===== config.mk =====
export PLATFORM = sky130hd
export DESIGN_NAME = tab_stop_expand_compress_core
export DESIGN_NICKNAME = d
export VERILOG_FILES = /design/src/hw/rtl/tsec_pkg.sv /design/src/hw/rtl/tab_stop_expand_compress_core.sv /design/src/hw/rtl/tsec_mod_unit.sv /design/src/hw/rtl/tsec_stop_scan.sv
export SDC_FILE = /design/constraint.sdc
export NUM_CORES = 1
export LEC_CHECK = 0
export ABC_AREA = 1
export BUFFER_PORTS_ARGS = -buffer_cell sky130_fd_sc_hd__buf_2
export CORE_MARGIN = 2
export CORE_UTILIZATION = 55
export CTS_CLUSTER_SIZE = 30
export DETAILED_ROUTE_END_ITERATION = 7
export PLACE_DENSITY = 0.73
export SLEW_MARGIN = 30
export SYNTH_ARGS = -nofsm -noshare
export SYNTH_HDL_FRONTEND = slang
export SYNTH_SLANG_ARGS = --single-unit

===== constraint.sdc =====
create_clock -name clk -period 15.65 [get_ports clk]
set_input_delay 3.13 -clock clk [delete_from_list [all_inputs] [get_ports clk]]
set_output_delay 3.13 -clock clk [all_outputs]
set_load 0.02 [all_outputs]

===== src/hw/rtl/tsec_pkg.sv =====
// Shared types, character codes and register indexes for the tab stop expander/compressor.
`default_nettype none

package tsec_pkg;

  localparam int CFG_INDEX_W = 3;
  localparam int CFG_DATA_W  = 64;
  localparam int IVL_W       = 7;
  localparam int STOP_COLS   = 128;
  localparam int STOP_COL_W  = $clog2(STOP_COLS);
  localparam int SCAN_CHUNK  = 8;
  localparam int SCAN_IDX_W  = $clog2(SCAN_CHUNK);
  localparam int CHUNK_W     = STOP_COL_W - SCAN_IDX_W;

  localparam logic [STOP_COL_W-1:0] LAST_STOP_COL = 7'd127;

  localparam logic [7:0] CHAR_BS    = 8'h08;
  localparam logic [7:0] CHAR_TAB   = 8'h09;
  localparam logic [7:0] CHAR_NL    = 8'h0A;
  localparam logic [7:0] CHAR_SPACE = 8'h20;

  localparam logic CMD_CHAR = 1'b0;
  localparam logic CMD_EOL  = 1'b1;

  localparam logic MODE_EXPAND   = 1'b0;
  localparam logic MODE_COMPRESS = 1'b1;

  localparam logic [1:0] STOP_NONE     = 2'd0;
  localparam logic [1:0] STOP_INTERVAL = 2'd1;
  localparam logic [1:0] STOP_BITMAP   = 2'd2;

  localparam logic [CFG_INDEX_W-1:0] REG_MODE         = 3'd0;
  localparam logic [CFG_INDEX_W-1:0] REG_STOP_KIND    = 3'd1;
  localparam logic [CFG_INDEX_W-1:0] REG_TAB_INTERVAL = 3'd2;
  localparam logic [CFG_INDEX_W-1:0] REG_STOPS_LOW    = 3'd3;
  localparam logic [CFG_INDEX_W-1:0] REG_STOPS_HIGH   = 3'd4;

  typedef struct packed {
    logic       cmd;
    logic [7:0] in_char;
  } tsec_in_t;

  typedef struct packed {
    logic [7:0] out_char;
    logic [7:0] repeat_res;
    logic       last_of_run;
  } tsec_out_t;

  typedef struct packed {
    logic                  done;
    logic [IVL_W-1:0]      rem;
  } tsec_div_res_t;

  typedef struct packed {
    logic [STOP_COL_W-1:0] first_col;
    logic [STOP_COL_W-1:0] last_col;
  } tsec_scan_req_t;

  typedef struct packed {
    logic                  done;
    logic                  found;
    logic [STOP_COL_W-1:0] first_col;
    logic [STOP_COL_W-1:0] last_col;
    logic [7:0]            count;
  } tsec_scan_res_t;

  typedef enum logic [3:0] {
    S_IDLE,
    S_DECODE,
    S_FI_DIV,
    S_FI_STEP,
    S_FB_SCAN,
    S_F_TABS,
    S_F_SPACES,
    S_ACT,
    S_TW_DIV,
    S_TW_SCAN,
    S_FINAL
  } tsec_state_t;

endpackage

`default_nettype wire


===== src/hw/rtl/tab_stop_expand_compress_core.sv =====
// Top level of the tab stop expander/compressor: sequencer, state, config and output register.
`default_nettype none

// Takes one item (a text byte or an end-of-line mark) at a time and returns up to three runs
// (character plus repeat count), the last one flagged. in_ready is high only while the sequencer
// is idle. In expand mode a plain character, backspace or end of line passes the decode, act and
// final states before the next accept, its result landing in the output register from the final
// state. A tab with interval stops adds a pass of the shared bit-serial remainder unit; a
// tab with bitmap stops below the last bitmap column adds a run of the stop scanner over the
// eight-column chunks it covers. In compress mode every item other than a held space also
// passes the tab and space run stages. With interval stops it adds a remainder pass and a step
// check, one step per emitted tab, and another remainder pass for each tab taken once the
// column saturates; with bitmap stops and held spaces it adds one scan of the columns those
// spaces cover, one chunk at a time.
// Each emitted run waits for the output register to free up. Held spaces return nothing and
// pass only the decode state. No clearing pass is needed.
module tab_stop_expand_compress_core
  import tsec_pkg::*;
#(
  parameter int COLUMN_BITS = 8
) (
  input  wire logic                   clk,
  input  wire logic                   rst_n,
  input  wire logic                   in_valid,
  output logic                        in_ready,
  input  wire tsec_in_t               in_data,
  output logic                        out_valid,
  input  wire logic                   out_ready,
  output tsec_out_t                   out_data,
  input  wire logic                   cfg_wr_en,
  input  wire logic [CFG_INDEX_W-1:0] cfg_index,
  input  wire logic [CFG_DATA_W-1:0]  cfg_wdata
);

  localparam int SUM_W = ((COLUMN_BITS > 8) ? COLUMN_BITS : 8) + 1;
  localparam logic [COLUMN_BITS-1:0] COL_MAX   = {COLUMN_BITS{1'b1}};
  localparam logic [SUM_W-1:0]       COL_MAX_W = SUM_W'(COL_MAX);

  function automatic logic [COLUMN_BITS-1:0] sat_add(input logic [COLUMN_BITS-1:0] c,
                                                     input logic [7:0] n);
    logic [SUM_W-1:0] s;
    s = SUM_W'(c) + SUM_W'(n);
    return (s > COL_MAX_W) ? COL_MAX : s[COLUMN_BITS-1:0];
  endfunction

  // configuration
  logic                  mode_r;
  logic [1:0]            stop_kind_r;
  logic [IVL_W-1:0]      tab_interval_r;
  logic [CFG_DATA_W-1:0] stops_low_r;
  logic [CFG_DATA_W-1:0] stops_high_r;

  // sequencer and datapath
  tsec_state_t            state_r, state_nxt;
  tsec_in_t               item_r, item_nxt;
  logic [COLUMN_BITS-1:0] column_r, column_nxt;
  logic [7:0]             pending_r, pending_nxt;
  logic [7:0]             sp_r, sp_nxt;
  logic [7:0]             tabs_r, tabs_nxt;
  logic [IVL_W-1:0]       m_r, m_nxt;
  logic [7:0]             fin_char_r, fin_char_nxt;
  logic [7:0]             fin_rep_r, fin_rep_nxt;
  logic                   out_valid_r;
  tsec_out_t              out_data_r;
  logic                   push;
  tsec_out_t              push_data;
  logic                   push_ok;

  logic                   stops_on;
  logic [IVL_W-1:0]       ivl;
  logic [STOP_COLS-1:0]   bitmap;
  logic                   col_in_map;
  logic                   col_below_last;
  logic                   col_is_stop;
  logic                   is_eol, is_bs, is_tab, is_space;
  logic                   hold_space;

  logic [8:0]             flush_lim;
  logic [STOP_COL_W-1:0]  fb_last;
  logic                   fb_empty;
  logic [8:0]             fb_sp;

  logic [IVL_W-1:0]       fi_n;
  logic [SUM_W-1:0]       fi_sum;
  logic                   fi_fits;
  logic                   fi_sat;

  logic [IVL_W-1:0]       tab_n;
  logic                   tab_direct;
  logic                   tab_drop;
  logic [COLUMN_BITS-1:0] tab_col;
  logic [7:0]             tab_char;
  logic [7:0]             tab_rep;

  logic                   div_start;
  tsec_div_res_t          div_res;
  logic                   scan_start;
  tsec_scan_req_t         scan_req;
  tsec_scan_res_t         scan_res;

  always_ff @(posedge clk) begin
    if (!rst_n) begin
      mode_r         <= MODE_EXPAND;
      stop_kind_r    <= STOP_INTERVAL;
      tab_interval_r <= 7'd8;
      stops_low_r    <= '0;
      stops_high_r   <= '0;
    end else if (cfg_wr_en) begin
      unique case (cfg_index)
        REG_MODE:         mode_r         <= cfg_wdata[0];
        REG_STOP_KIND:    stop_kind_r    <= cfg_wdata[1:0];
        REG_TAB_INTERVAL: tab_interval_r <= cfg_wdata[IVL_W-1:0];
        REG_STOPS_LOW:    stops_low_r    <= cfg_wdata;
        REG_STOPS_HIGH:   stops_high_r   <= cfg_wdata;
        default: ;
      endcase
    end
  end

  assign stops_on       = (stop_kind_r == STOP_INTERVAL) || (stop_kind_r == STOP_BITMAP);
  assign ivl            = (tab_interval_r == '0) ? IVL_W'(1) : tab_interval_r;
  assign bitmap         = {stops_high_r, stops_low_r};
  assign col_in_map     = column_r <= COLUMN_BITS'(LAST_STOP_COL);
  assign col_below_last = column_r < COLUMN_BITS'(LAST_STOP_COL);
  // column zero never counts as a stop
  assign col_is_stop    = (column_r != '0) && col_in_map && bitmap[column_r[STOP_COL_W-1:0]];

  assign is_eol     = item_r.cmd == CMD_EOL;
  assign is_bs      = item_r.in_char == CHAR_BS;
  assign is_tab     = item_r.in_char == CHAR_TAB;
  assign is_space   = item_r.in_char == CHAR_SPACE;
  assign hold_space = !is_eol && (mode_r == MODE_COMPRESS) && is_space && stops_on;

  // bitmap flush covers the columns after the current one up to where the held spaces reach
  assign flush_lim = {2'b00, column_r[STOP_COL_W-1:0]} + {1'b0, pending_r};
  assign fb_last   = (flush_lim > 9'(LAST_STOP_COL)) ? LAST_STOP_COL
                                                     : flush_lim[STOP_COL_W-1:0];
  assign fb_empty  = (pending_r == '0) || !col_below_last;
  assign fb_sp     = {2'b00, column_r[STOP_COL_W-1:0]} + {1'b0, sp_r}
                     - {2'b00, scan_res.last_col};

  assign fi_n    = ivl - m_r;
  assign fi_sum  = SUM_W'(column_r) + SUM_W'(fi_n);
  assign fi_fits = sp_r >= {1'b0, fi_n};
  assign fi_sat  = fi_sum > COL_MAX_W;

  always_comb begin
    unique case (state_r)
      S_TW_DIV:  tab_n = ivl - div_res.rem;
      S_TW_SCAN: tab_n = scan_res.found ? (scan_res.first_col - column_r[STOP_COL_W-1:0])
                                        : IVL_W'(col_is_stop);
      default:   tab_n = (stop_kind_r == STOP_BITMAP) ? IVL_W'(col_is_stop) : IVL_W'(1);
    endcase
  end

  assign tab_direct = (stop_kind_r != STOP_INTERVAL) &&
                      !((stop_kind_r == STOP_BITMAP) && col_below_last);
  assign tab_drop   = (mode_r == MODE_EXPAND) && (tab_n == '0);
  assign tab_col    = sat_add(column_r, {1'b0, tab_n});
  assign tab_char   = ((mode_r == MODE_COMPRESS) && stops_on) ? CHAR_TAB : CHAR_SPACE;
  assign tab_rep    = (mode_r == MODE_COMPRESS) ? 8'd1 : {1'b0, tab_n};

  assign push_ok = !out_valid_r || out_ready;

  // next state
  always_comb begin
    state_nxt = state_r;
    unique case (state_r)
      S_IDLE: begin
        if (in_valid) state_nxt = S_DECODE;
      end
      S_DECODE: begin
        if (hold_space) begin
          state_nxt = S_IDLE;
        end else if (mode_r == MODE_COMPRESS) begin
          if (stop_kind_r == STOP_INTERVAL) state_nxt = S_FI_DIV;
          else if ((stop_kind_r == STOP_BITMAP) && !fb_empty) state_nxt = S_FB_SCAN;
          else state_nxt = S_F_TABS;
        end else begin
          state_nxt = S_ACT;
        end
      end
      S_FI_DIV: begin
        if (div_res.done) state_nxt = S_FI_STEP;
      end
      S_FI_STEP: begin
        if (!fi_fits) state_nxt = S_F_TABS;
        else if (fi_sat) state_nxt = S_FI_DIV;
      end
      S_FB_SCAN: begin
        if (scan_res.done) state_nxt = S_F_TABS;
      end
      S_F_TABS: begin
        if ((tabs_r == '0) || push_ok) state_nxt = S_F_SPACES;
      end
      S_F_SPACES: begin
        if ((sp_r == '0) || push_ok) state_nxt = S_ACT;
      end
      S_ACT: begin
        if (!is_eol && !is_bs && is_tab) begin
          if (tab_direct) state_nxt = tab_drop ? S_IDLE : S_FINAL;
          else if (stop_kind_r == STOP_INTERVAL) state_nxt = S_TW_DIV;
          else state_nxt = S_TW_SCAN;
        end else begin
          state_nxt = S_FINAL;
        end
      end
      S_TW_DIV: begin
        if (div_res.done) state_nxt = tab_drop ? S_IDLE : S_FINAL;
      end
      S_TW_SCAN: begin
        if (scan_res.done) state_nxt = tab_drop ? S_IDLE : S_FINAL;
      end
      S_FINAL: begin
        if (push_ok) state_nxt = S_IDLE;
      end
      default: state_nxt = S_IDLE;
    endcase
  end

  // datapath and result pushes
  always_comb begin
    item_nxt     = item_r;
    column_nxt   = column_r;
    pending_nxt  = pending_r;
    sp_nxt       = sp_r;
    tabs_nxt     = tabs_r;
    m_nxt        = m_r;
    fin_char_nxt = fin_char_r;
    fin_rep_nxt  = fin_rep_r;
    push         = 1'b0;
    push_data    = '0;
    unique case (state_r)
      S_IDLE: begin
        if (in_valid) item_nxt = in_data;
      end
      S_DECODE: begin
        if (hold_space) begin
          if (pending_r != 8'hFF) pending_nxt = pending_r + 8'd1;
        end else if (mode_r == MODE_COMPRESS) begin
          sp_nxt   = pending_r;
          tabs_nxt = '0;
        end
      end
      S_FI_DIV: begin
        if (div_res.done) m_nxt = div_res.rem;
      end
      S_FI_STEP: begin
        // one tab per cycle until the column saturates; a full step ends on a stop: remainder zero
        if (fi_fits) begin
          sp_nxt     = sp_r - {1'b0, fi_n};
          tabs_nxt   = tabs_r + 8'd1;
          m_nxt      = '0;
          column_nxt = fi_sat ? COL_MAX : fi_sum[COLUMN_BITS-1:0];
        end
      end
      S_FB_SCAN: begin
        if (scan_res.done && (scan_res.count != '0)) begin
          tabs_nxt   = scan_res.count;
          sp_nxt     = fb_sp[7:0];
          column_nxt = COLUMN_BITS'(scan_res.last_col);
        end
      end
      S_F_TABS: begin
        if ((tabs_r != '0) && push_ok) begin
          push                  = 1'b1;
          push_data.out_char    = CHAR_TAB;
          push_data.repeat_res  = tabs_r;
          push_data.last_of_run = 1'b0;
        end
      end
      S_F_SPACES: begin
        if (sp_r == '0) begin
          pending_nxt = '0;
        end else if (push_ok) begin
          push                  = 1'b1;
          push_data.out_char    = CHAR_SPACE;
          push_data.repeat_res  = sp_r;
          push_data.last_of_run = 1'b0;
          column_nxt            = sat_add(column_r, sp_r);
          pending_nxt           = '0;
        end
      end
      S_ACT: begin
        if (is_eol) begin
          column_nxt   = '0;
          pending_nxt  = '0;
          fin_char_nxt = CHAR_NL;
          fin_rep_nxt  = 8'd1;
        end else if (is_bs) begin
          if (column_r != '0) column_nxt = column_r - COLUMN_BITS'(1);
          fin_char_nxt = CHAR_BS;
          fin_rep_nxt  = 8'd1;
        end else if (is_tab) begin
          if (tab_direct) begin
            column_nxt   = tab_col;
            fin_char_nxt = tab_char;
            fin_rep_nxt  = tab_rep;
          end
        end else begin
          column_nxt   = sat_add(column_r, 8'd1);
          fin_char_nxt = item_r.in_char;
          fin_rep_nxt  = 8'd1;
        end
      end
      S_TW_DIV: begin
        if (div_res.done) begin
          column_nxt   = tab_col;
          fin_char_nxt = tab_char;
          fin_rep_nxt  = tab_rep;
        end
      end
      S_TW_SCAN: begin
        if (scan_res.done) begin
          column_nxt   = tab_col;
          fin_char_nxt = tab_char;
          fin_rep_nxt  = tab_rep;
        end
      end
      S_FINAL: begin
        if (push_ok) begin
          push                  = 1'b1;
          push_data.out_char    = fin_char_r;
          push_data.repeat_res  = fin_rep_r;
          push_data.last_of_run = 1'b1;
        end
      end
      default: ;
    endcase
  end

  // launch the shared units when entering their wait states
  assign div_start  = ((state_nxt == S_FI_DIV) || (state_nxt == S_TW_DIV)) &&
                      (state_nxt != state_r);
  assign scan_start = ((state_nxt == S_FB_SCAN) || (state_nxt == S_TW_SCAN)) &&
                      (state_nxt != state_r);

  assign scan_req.first_col = column_r[STOP_COL_W-1:0] + STOP_COL_W'(1);
  assign scan_req.last_col  = (state_r == S_DECODE) ? fb_last : LAST_STOP_COL;

  tsec_mod_unit #(
    .COLUMN_BITS(COLUMN_BITS)
  ) u_mod (
    .clk      (clk),
    .rst_n    (rst_n),
    .start    (div_start),
    .dividend (column_nxt),
    .divisor  (ivl),
    .res      (div_res)
  );

  tsec_stop_scan u_scan (
    .clk    (clk),
    .rst_n  (rst_n),
    .start  (scan_start),
    .req    (scan_req),
    .bitmap (bitmap),
    .res    (scan_res)
  );

  always_ff @(posedge clk) begin
    if (!rst_n) begin
      state_r     <= S_IDLE;
      column_r    <= '0;
      pending_r   <= '0;
      out_valid_r <= 1'b0;
    end else begin
      state_r   <= state_nxt;
      column_r  <= column_nxt;
      pending_r <= pending_nxt;
      if (push) out_valid_r <= 1'b1;
      else if (out_ready) out_valid_r <= 1'b0;
    end
  end

  always_ff @(posedge clk) begin
    item_r     <= item_nxt;
    sp_r       <= sp_nxt;
    tabs_r     <= tabs_nxt;
    m_r        <= m_nxt;
    fin_char_r <= fin_char_nxt;
    fin_rep_r  <= fin_rep_nxt;
    if (push) out_data_r <= push_data;
  end

  assign in_ready  = state_r == S_IDLE;
  assign out_valid = out_valid_r;
  assign out_data  = out_data_r;

endmodule

`default_nettype wire


===== src/hw/rtl/tsec_mod_unit.sv =====
// Iterative restoring remainder unit: column modulo tab interval, one bit per cycle.
`default_nettype none

module tsec_mod_unit
  import tsec_pkg::*;
#(
  parameter int COLUMN_BITS = 8
) (
  input  wire logic                   clk,
  input  wire logic                   rst_n,
  input  wire logic                   start,
  input  wire logic [COLUMN_BITS-1:0] dividend,
  input  wire logic [IVL_W-1:0]       divisor,
  output tsec_div_res_t               res
);

  localparam int CNT_W = $clog2(COLUMN_BITS);

  logic                   busy_r, busy_nxt;
  logic                   done_r, done_nxt;
  logic [CNT_W-1:0]       cnt_r, cnt_nxt;
  logic [IVL_W-1:0]       rem_r, rem_nxt;
  logic [COLUMN_BITS-1:0] dvd_r, dvd_nxt;
  logic [IVL_W:0]         trial;
  logic [IVL_W:0]         diff;

  assign trial = {rem_r, dvd_r[COLUMN_BITS-1]};
  assign diff  = trial - {1'b0, divisor};

  always_comb begin
    busy_nxt = busy_r;
    done_nxt = 1'b0;
    cnt_nxt  = cnt_r;
    rem_nxt  = rem_r;
    dvd_nxt  = dvd_r;
    if (start) begin
      busy_nxt = 1'b1;
      cnt_nxt  = '0;
      rem_nxt  = '0;
      dvd_nxt  = dividend;
    end else if (busy_r) begin
      // subtract the divisor whenever the partial remainder reaches it
      rem_nxt = (trial >= {1'b0, divisor}) ? diff[IVL_W-1:0] : trial[IVL_W-1:0];
      dvd_nxt = {dvd_r[COLUMN_BITS-2:0], 1'b0};
      cnt_nxt = cnt_r + CNT_W'(1);
      if (cnt_r == CNT_W'(COLUMN_BITS - 1)) begin
        busy_nxt = 1'b0;
        done_nxt = 1'b1;
      end
    end
  end

  always_ff @(posedge clk) begin
    if (!rst_n) begin
      busy_r <= 1'b0;
      done_r <= 1'b0;
    end else begin
      busy_r <= busy_nxt;
      done_r <= done_nxt;
    end
  end

  always_ff @(posedge clk) begin
    cnt_r <= cnt_nxt;
    rem_r <= rem_nxt;
    dvd_r <= dvd_nxt;
  end

  assign res.done = done_r;
  assign res.rem  = rem_r;

endmodule

`default_nettype wire


===== src/hw/rtl/tsec_stop_scan.sv =====
// Bitmap stop scanner: walks a column range eight columns a cycle, finds first/last stop and count.
`default_nettype none

module tsec_stop_scan
  import tsec_pkg::*;
(
  input  wire logic                 clk,
  input  wire logic                 rst_n,
  input  wire logic                 start,
  input  wire tsec_scan_req_t       req,
  input  wire logic [STOP_COLS-1:0] bitmap,
  output tsec_scan_res_t            res
);

  logic                  busy_r, busy_nxt;
  logic                  done_r, done_nxt;
  logic [CHUNK_W-1:0]    ci_r, ci_nxt;
  logic [STOP_COL_W-1:0] lo_r, lo_nxt;
  logic [STOP_COL_W-1:0] hi_r, hi_nxt;
  logic                  found_r, found_nxt;
  logic [STOP_COL_W-1:0] first_r, first_nxt;
  logic [STOP_COL_W-1:0] last_r, last_nxt;
  logic [7:0]            count_r, count_nxt;

  logic [SCAN_CHUNK-1:0] chunk;
  logic [SCAN_CHUNK-1:0] masked;
  logic [SCAN_IDX_W:0]   ones;
  logic [SCAN_IDX_W-1:0] low_idx;
  logic [SCAN_IDX_W-1:0] high_idx;

  assign chunk = bitmap[{ci_r, {SCAN_IDX_W{1'b0}}} +: SCAN_CHUNK];

  // keep only the columns inside the requested range
  always_comb begin
    for (int j = 0; j < SCAN_CHUNK; j++) begin
      masked[j] = chunk[j] && ({ci_r, SCAN_IDX_W'(j)} >= lo_r) &&
                  ({ci_r, SCAN_IDX_W'(j)} <= hi_r);
    end
  end

  always_comb begin
    ones     = '0;
    low_idx  = '0;
    high_idx = '0;
    for (int j = SCAN_CHUNK - 1; j >= 0; j--) begin
      if (masked[j]) low_idx = SCAN_IDX_W'(j);
    end
    for (int j = 0; j < SCAN_CHUNK; j++) begin
      if (masked[j]) high_idx = SCAN_IDX_W'(j);
      ones = ones + (SCAN_IDX_W + 1)'(masked[j]);
    end
  end

  always_comb begin
    busy_nxt  = busy_r;
    done_nxt  = 1'b0;
    ci_nxt    = ci_r;
    lo_nxt    = lo_r;
    hi_nxt    = hi_r;
    found_nxt = found_r;
    first_nxt = first_r;
    last_nxt  = last_r;
    count_nxt = count_r;
    if (start) begin
      busy_nxt  = 1'b1;
      ci_nxt    = req.first_col[STOP_COL_W-1:SCAN_IDX_W];
      lo_nxt    = req.first_col;
      hi_nxt    = req.last_col;
      found_nxt = 1'b0;
      count_nxt = '0;
    end else if (busy_r) begin
      count_nxt = count_r + 8'(ones);
      if (masked != '0) begin
        if (!found_r) begin
          found_nxt = 1'b1;
          first_nxt = {ci_r, low_idx};
        end
        last_nxt = {ci_r, high_idx};
      end
      if (ci_r == hi_r[STOP_COL_W-1:SCAN_IDX_W]) begin
        busy_nxt = 1'b0;
        done_nxt = 1'b1;
      end else begin
        ci_nxt = ci_r + CHUNK_W'(1);
      end
    end
  end

  always_ff @(posedge clk) begin
    if (!rst_n) begin
      busy_r <= 1'b0;
      done_r <= 1'b0;
    end else begin
      busy_r <= busy_nxt;
      done_r <= done_nxt;
    end
  end

  always_ff @(posedge clk) begin
    ci_r    <= ci_nxt;
    lo_r    <= lo_nxt;
    hi_r    <= hi_nxt;
    found_r <= found_nxt;
    first_r <= first_nxt;
    last_r  <= last_nxt;
    count_r <= count_nxt;
  end

  assign res.done      = done_r;
  assign res.found     = found_r;
  assign res.first_col = first_r;
  assign res.last_col  = last_r;
  assign res.count     = count_r;

endmodule

`default_nettype wire


# [Word level (Yosys, flattened, before mapping)]
# Index checks and enable logic that the tools add are counted.
[op_classes] div_mod_pow=0 mul=0 add_sub_neg=26 mux=114 reduce_logical=84 bitwise=7 order_cmp=26 eq_ne=41 shifts=1
[ops] operator="two-way mux 8 bit" n=42
[ops] operator="variable part select 128 x 8 -> 8 bit" n=1
[ops] operator="one-hot mux 8 bit (3 select lines)" n=5
[ops] operator="two-way mux 4 bit" n=18
[ops] operator=">= comparator 7 bit" n=8
[ops] operator="less-or-equal comparator 7 bit" n=8
[ops] operator="one-hot mux 17 bit (3 select lines)" n=1
[ops] operator="one-hot mux 8 bit (6 select lines)" n=1
[ops] operator="one-hot mux 4 bit (11 select lines)" n=1
[ops] operator="two-way mux 7 bit" n=6
[ops] operator="greater-than comparator 9 x 8 -> 1 bit (second input constant)" n=4
[ops] operator="logical AND 1 bit" n=32
[ops] operator="nonzero test 8 bit" n=4
[ops] operator="two-way mux 15 bit" n=2
[ops] operator="one-hot mux 7 bit (2 select lines)" n=2
[ops] operator="subtractor 7 bit" n=4
[ops] operator="adder 4 x 1 -> 4 bit" n=6
[ops] operator="logical NOT 8 bit" n=3
[ops] operator="equality test 4 x 3 -> 1 bit (second input constant)" n=5
[ops] operator="equality test 4 bit (second input constant)" n=5
[ops] operator="two-way mux 1 bit" n=20
[ops] operator="adder 8 x 7 -> 9 bit" n=2
[ops] operator="two-way mux 17 bit" n=1
[ops] operator="adder 8 x 1 -> 8 bit (second input constant)" n=2
[ops] operator="other kinds (53)" n=116
[word_totals] reg_bits=287 memories=0 word_cells=338 ramBits=0 latch_bits=0 mem_bits_ro=0 input_bits=81 output_inout_bits=19

# [Logic depth before layout (Yosys ltp)]
[depth] ltp_word=16 ltp_mapped=37 mapped_depth_nobuf=35

# [Hierarchy]
# A second synthesis with hierarchy kept.
[hier_totals] cells_unflattened=2777 area_unflattened_um2=19515.0
[by_module_without_submodules] module="tab_stop_expand_compress_core" cells_per_inst=2052 area_each_um2=14481.4 n_inst=1 seq_area_each_um2=5104.9
[by_module_without_submodules] module="tsec_stop_scan" cells_per_inst=563 area_each_um2=3806.2 n_inst=1 seq_area_each_um2=1181.1
[by_module_without_submodules] module="tsec_mod_unit" cells_per_inst=162 area_each_um2=1227.4 n_inst=1 seq_area_each_um2=480.5

# [Worst setup path after synthesis]
# Ideal clock, no wire load.
[synth_timing] path_type="flip-flop to flip-flop" start="register u_scan.ci_r[0]" end="register u_scan.count_r[7]" t_required_ns=15.533 setup_time_ns=0.117 setup_slack_ns=10.175 path_buffers=4 arrival_ns=5.358 path_stages_with_launch=29 path_cell_list="edfxtp_1 -> clkbuf_1 -> clkinv_1 -> clkbuf_1 -> clkbuf_1 -> clkbuf_1 -> o21ai_0 -> nand3_1 -> nand3_1 -> nand2_1 -> nand2_1 -> ha_1 -> inv_1 -> fa_1 -> fa_1 -> fa_1 -> fa_1 -> xnor2_1 -> ha_1 -> a21oi_1 -> inv_1 -> a31oi_1 -> nor2_1 -> nor2_1 -> nor2_1 -> nand2_1 -> nor2_1 -> xor2_1 -> nor2_1"
[synth_between] elab_chain_cells=11
[synth_rtl] item="from (decl)" line_no="tsec_stop_scan.sv:17" rtl="logic [CHUNK_W-1:0] ci_r, ci_nxt;"
[synth_rtl] item="from (signal assigned)" line_no="tsec_stop_scan.sv:100" rtl="ci_r <= ci_nxt;"
[synth_rtl] item="variable part select 128 x 8 -> 8 bit or >= comparator 7 bit (tied branches)" line_no="tsec_stop_scan.sv:31, tsec_stop_scan.sv:36"
[synth_rtl] item="logical AND 1 bit (2 in series)" line_no="tsec_stop_scan.sv:36" rtl="masked[j] = chunk[j] && ({ci_r, SCAN_IDX_W'(j)} >= lo_r) &&"
[synth_rtl] item="adder 1 x 1 -> 2 bit" line_no="tsec_stop_scan.sv:50" rtl="ones = ones + (SCAN_IDX_W + 1)'(masked[j]);"
[synth_rtl] item="adder 4 x 1 -> 4 bit (5 in series)" line_no="tsec_stop_scan.sv:50"
[synth_rtl] item="adder 4 x 1 -> 4 bit (*)" line_no="tsec_stop_scan.sv:50"
[synth_rtl] item="adder 8 x 4 -> 8 bit (*)" line_no="tsec_stop_scan.sv:72" rtl="count_nxt = count_r + 8'(ones);"
[synth_rtl] item="to (signal assigned)" line_no="tsec_stop_scan.sv:106" rtl="count_r <= count_nxt;"
[synth_rtl] item="to (decl)" line_no="tsec_stop_scan.sv:23" rtl="logic [7:0] count_r, count_nxt;"
# Every way passes the cells marked *; elsewhere a longest branch is shown, timed or not.
# A chain may end at the register's enable or synchronous reset.

# [Final worst setup path]
[layout_timing] start="register u_scan.ci_r[1]" end="register u_scan.count_r[7]"
# The elaborated chain is that of the path after synthesis.

==> summary.md <==
| Metric | Value |
|---|---|
| CP max-delay cell | `inv_1` |
| Fin area | `20630 sq um` |
| Setup Buffers After CTS | `0` |
| Worst Max-Slew Pin Slew | `964.9 ps` |
| Worst reg2reg path startpoint | `u_scan.ci_r[1]` |
| Die span in x | `189.2 um` |
| Setup TNS | `0 ps` |
| Peak VDD IR | `0.1376 mV` |
| Share of the clock period used by the worst path | `40.44%` |
| Layout cell share with drive strength beyond 1 | `8.499%` |
| R2R setup slack | `9320 ps` |
| R2R Path End | `u_scan.count_r[7]` |
| Outcome | `finished clean` |
| Dpl cells | `3105` |
| Count of final hold-check violations | `0` |
| CORE AREA | `33700 sq um` |
| Crit path largest cell delay | `770 ps` |
| Max Slew Vio Count | `0` |
| Antenna Cells | `0` |
| Bufs and invs on worst path | `4` |
| Crit path kind | `register to register` |
| Ys flop type | `dfxtp_1` |
| Residual DRC count | `0` |
| Mapped cell area | `18870 sq um` |
| Synth Area per Inst | `7.095 sq um` |
| Vias per cell | `5.832` |
| Share of the synthesized area in the top cell type | `19.31%` |
| LEAKAGE | `9.192 nW` |
| Initial antenna violation count | `0` |
| Seq/Total Area, Yosys | `35.85%` |
| Clk Latency, worst-skew pair | `530 ps` |
| Pwr Density | `192.5 nW/um^2` |
| CTS Sinks | `286` |
| Yosys warns | `0` |
| Remaining antenna violation count | `0` |
| R2R depth | `25` |
| Port bufs | `99` |
| Synthesis-to-finish area growth | `9.334%` |
| Vias in the first global route | `17.04k` |
| GRT Util Overall | `33.47%` |
| CTS Hold Buffers Added | `0` |
| Final std cells w/o fill | `3166` |
| Worst min path class | `register to register` |
| CP delay by family, top | `adder cells` |
| Die area | `35810 sq um` |
| Post-synth ARST share | `0%` |
| Final min period | `6329 ps` |
| Crit path from | `u_scan.ci_r[1]` |
| Grt total ovfl | `0` |
| Worst Hold Margin | `462.2 ps` |
| Fin nets | `2890` |
| Final Wtd Congestion | `0.9871` |
| Synthesized Nets | `2857` |
| Worst setup EP type | `register` |
| CP required | `16030 ps` |
| TritonRoute pass-1 iters | `6` |
| First-pass GRT wire length | `94360 um` |
| Die H | `189.2 um` |
| # resized after CTS | `0` |
| Area leader, netlist | `dfxtp_1` |
| Relative slew slack | `35.60%` |
| DRT iter0 DRCs | `1893` |
| Final setup violation count | `0` |
| Maxcap violations | `0` |
| Fmax achieved | `158.0 MHz` |
| Critical-path maximum fanout | `40` |
| Via Count | `18.46k` |
| Initial Util | `56.00%` |
| End of the critical path | `u_scan.count_r[7]` |
| Root Buffer | `clkbuf_16` |
| Critical path's most frequent cell | `nor2_1` |
| Post-Synthesis Cells | `2660` |
| Clock buffer depth | `3` |
| EDFF count, synth | `104` |
| CP Launch Type | `register` |
| Worst-path clk slew | `60 ps` |
| Leading cell type in the layout, fill and taps excluded | `nand2_1` |
| Num rows | `67` |
| Total Power | `3.972 mW` |
| Cell Area, Placed | `19560 sq um` |
| Netlist cell types | `61` |
| Largest net degree at the start of global routing | `129` |
| H-tree depth | `2` |
| Commonest non-fill, non-tap cells in the layout | `nand2_1 (474), inv_1 (361), o21ai_0 (294)` |
| Hold Startpoint | `stops_low_r[32]` |
| Worst path depth | `25` |
| Unrepaired setup endpoints after global routing | `no` |
| Num CTS Buffers | `34` |
| DPL Wire Length | `44830 um` |
| WP data arrival | `6710 ps` |
| Yosys reg bits | `286` |
| Clock skew | `34.22 ps` |
| CTS tree | `done` |
| Area contributors post-synth | `dfxtp_1 (19%), edfxtp_1 (17%), nand2_1 (9.4%)` |
| Average routed wire per standard cell | `19.15 um` |
| I/O Pins | `100` |
| Post-Route WL | `60640 um` |
area by class of cell:
cell class	count	area, sq um
clock buffers	45	923.4
multi-input cells	1871	10140
inverters	380	1429
flip-flops and latches	286	6771
well taps	448	560.5
fillers	3209	13070
repair buffers	120	659.4
clock inverters	16	155.1
worst min-delay path, stage by stage, from the launching register on:
cell     delay (ps)
dfxtp_1         320
inv_1            50
a21oi_1          50
power breakdown:
| group | leakage, nW | switching, mW | internal (mW) | total (mW) |
|---|---|---|---|---|
| clock | 0.533 | 0.322 | 0.452 | 0.774 |
| sequential | 2.44 | 0.113 | 0.957 | 1.07 |
| combinational | 6.22 | 1.46 | 0.670 | 2.13 |
cells in the mapped netlist (2+ instances only):
| library cell | count |
|---|---|
| nor2_1 | 250 |
| a31oi_1 | 6 |
| nor2_2 | 6 |
| o221ai_1 | 12 |
| inv_2 | 13 |
| o21ai_0 | 294 |
| a211oi_1 | 7 |
| clkbuf_1 | 83 |
| mux2i_1 | 2 |
| and3_1 | 2 |
| nand3b_1 | 3 |
| nor2_4 | 3 |
| a22oi_1 | 7 |
| inv_1 | 362 |
| nand3_1 | 181 |
| edfxtp_1 | 104 |
| o211ai_1 | 31 |
| buf_4 | 3 |
| o22ai_1 | 7 |
| o32ai_1 | 3 |
| nand4_1 | 27 |
| o21a_1 | 3 |
| xor2_1 | 32 |
| buf_6 | 9 |
| o2111ai_1 | 4 |
| clkinv_1 | 4 |
| and2_1 | 2 |
| buf_1 | 4 |
| nand2_1 | 474 |
| or2_2 | 13 |
| a21oi_1 | 285 |
| a221oi_1 | 3 |
| fa_1 | 21 |
| nand3_2 | 4 |
| nor3_1 | 29 |
| xnor2_1 | 14 |
| ha_1 | 95 |
| dfxtp_1 | 182 |
| nor4_1 | 7 |
| a21o_1 | 2 |
| o31ai_1 | 2 |
| nand2_2 | 5 |
| o21ai_1 | 16 |
| o21bai_1 | 4 |
| buf_2 | 24 |
per-layer routing:
layer,wire (um),vias up,global-route usage (%)
met4,2927,0,15.50
met1,25040,8521,43.89
li1,-,8928,-
met3,4434,168,3.670
met5,0,-,0
met2,28230,846,55.61
cell families (layout without fill, tap and decap cells):
kind of cell	Yosys count	after routing	share of synthesized area, %
adder cells (fa/ha/maj)	116	116	8.526
XOR/XNOR	46	46	2.135
buffers and inverters	503	561	10.59
multiplexers	2	2	0.1061
AND/OR/NAND/NOR	1011	1011	22.76
flip-flops	286	286	35.85
AO/OA/AOI/OAI	696	696	20.03
stage by stage:
step           utilization [%]  setup slack (ps)
2_1_floorplan                -             10170
3_3_place_gp             58.02              9460
3_5_place_dp             58.03              9348
4_1_cts                  61.23              9378
5_1_grt                  61.23              8914
6_report                 61.23              9321
worst min-delay path by stage:
stage	slack (ps)	depth (start not counted)	endpoint
final	460	2	stops_low_r[32]
after global routing	490	2	stops_low_r[32]
after CTS	470	2	stops_low_r[32]
after global placement	450	2	stops_low_r[32]
after floorplan	430	2	tab_interval_r[0]
after detailed placement	460	2	stops_low_r[32]
(Power assumes the default switching activity.)
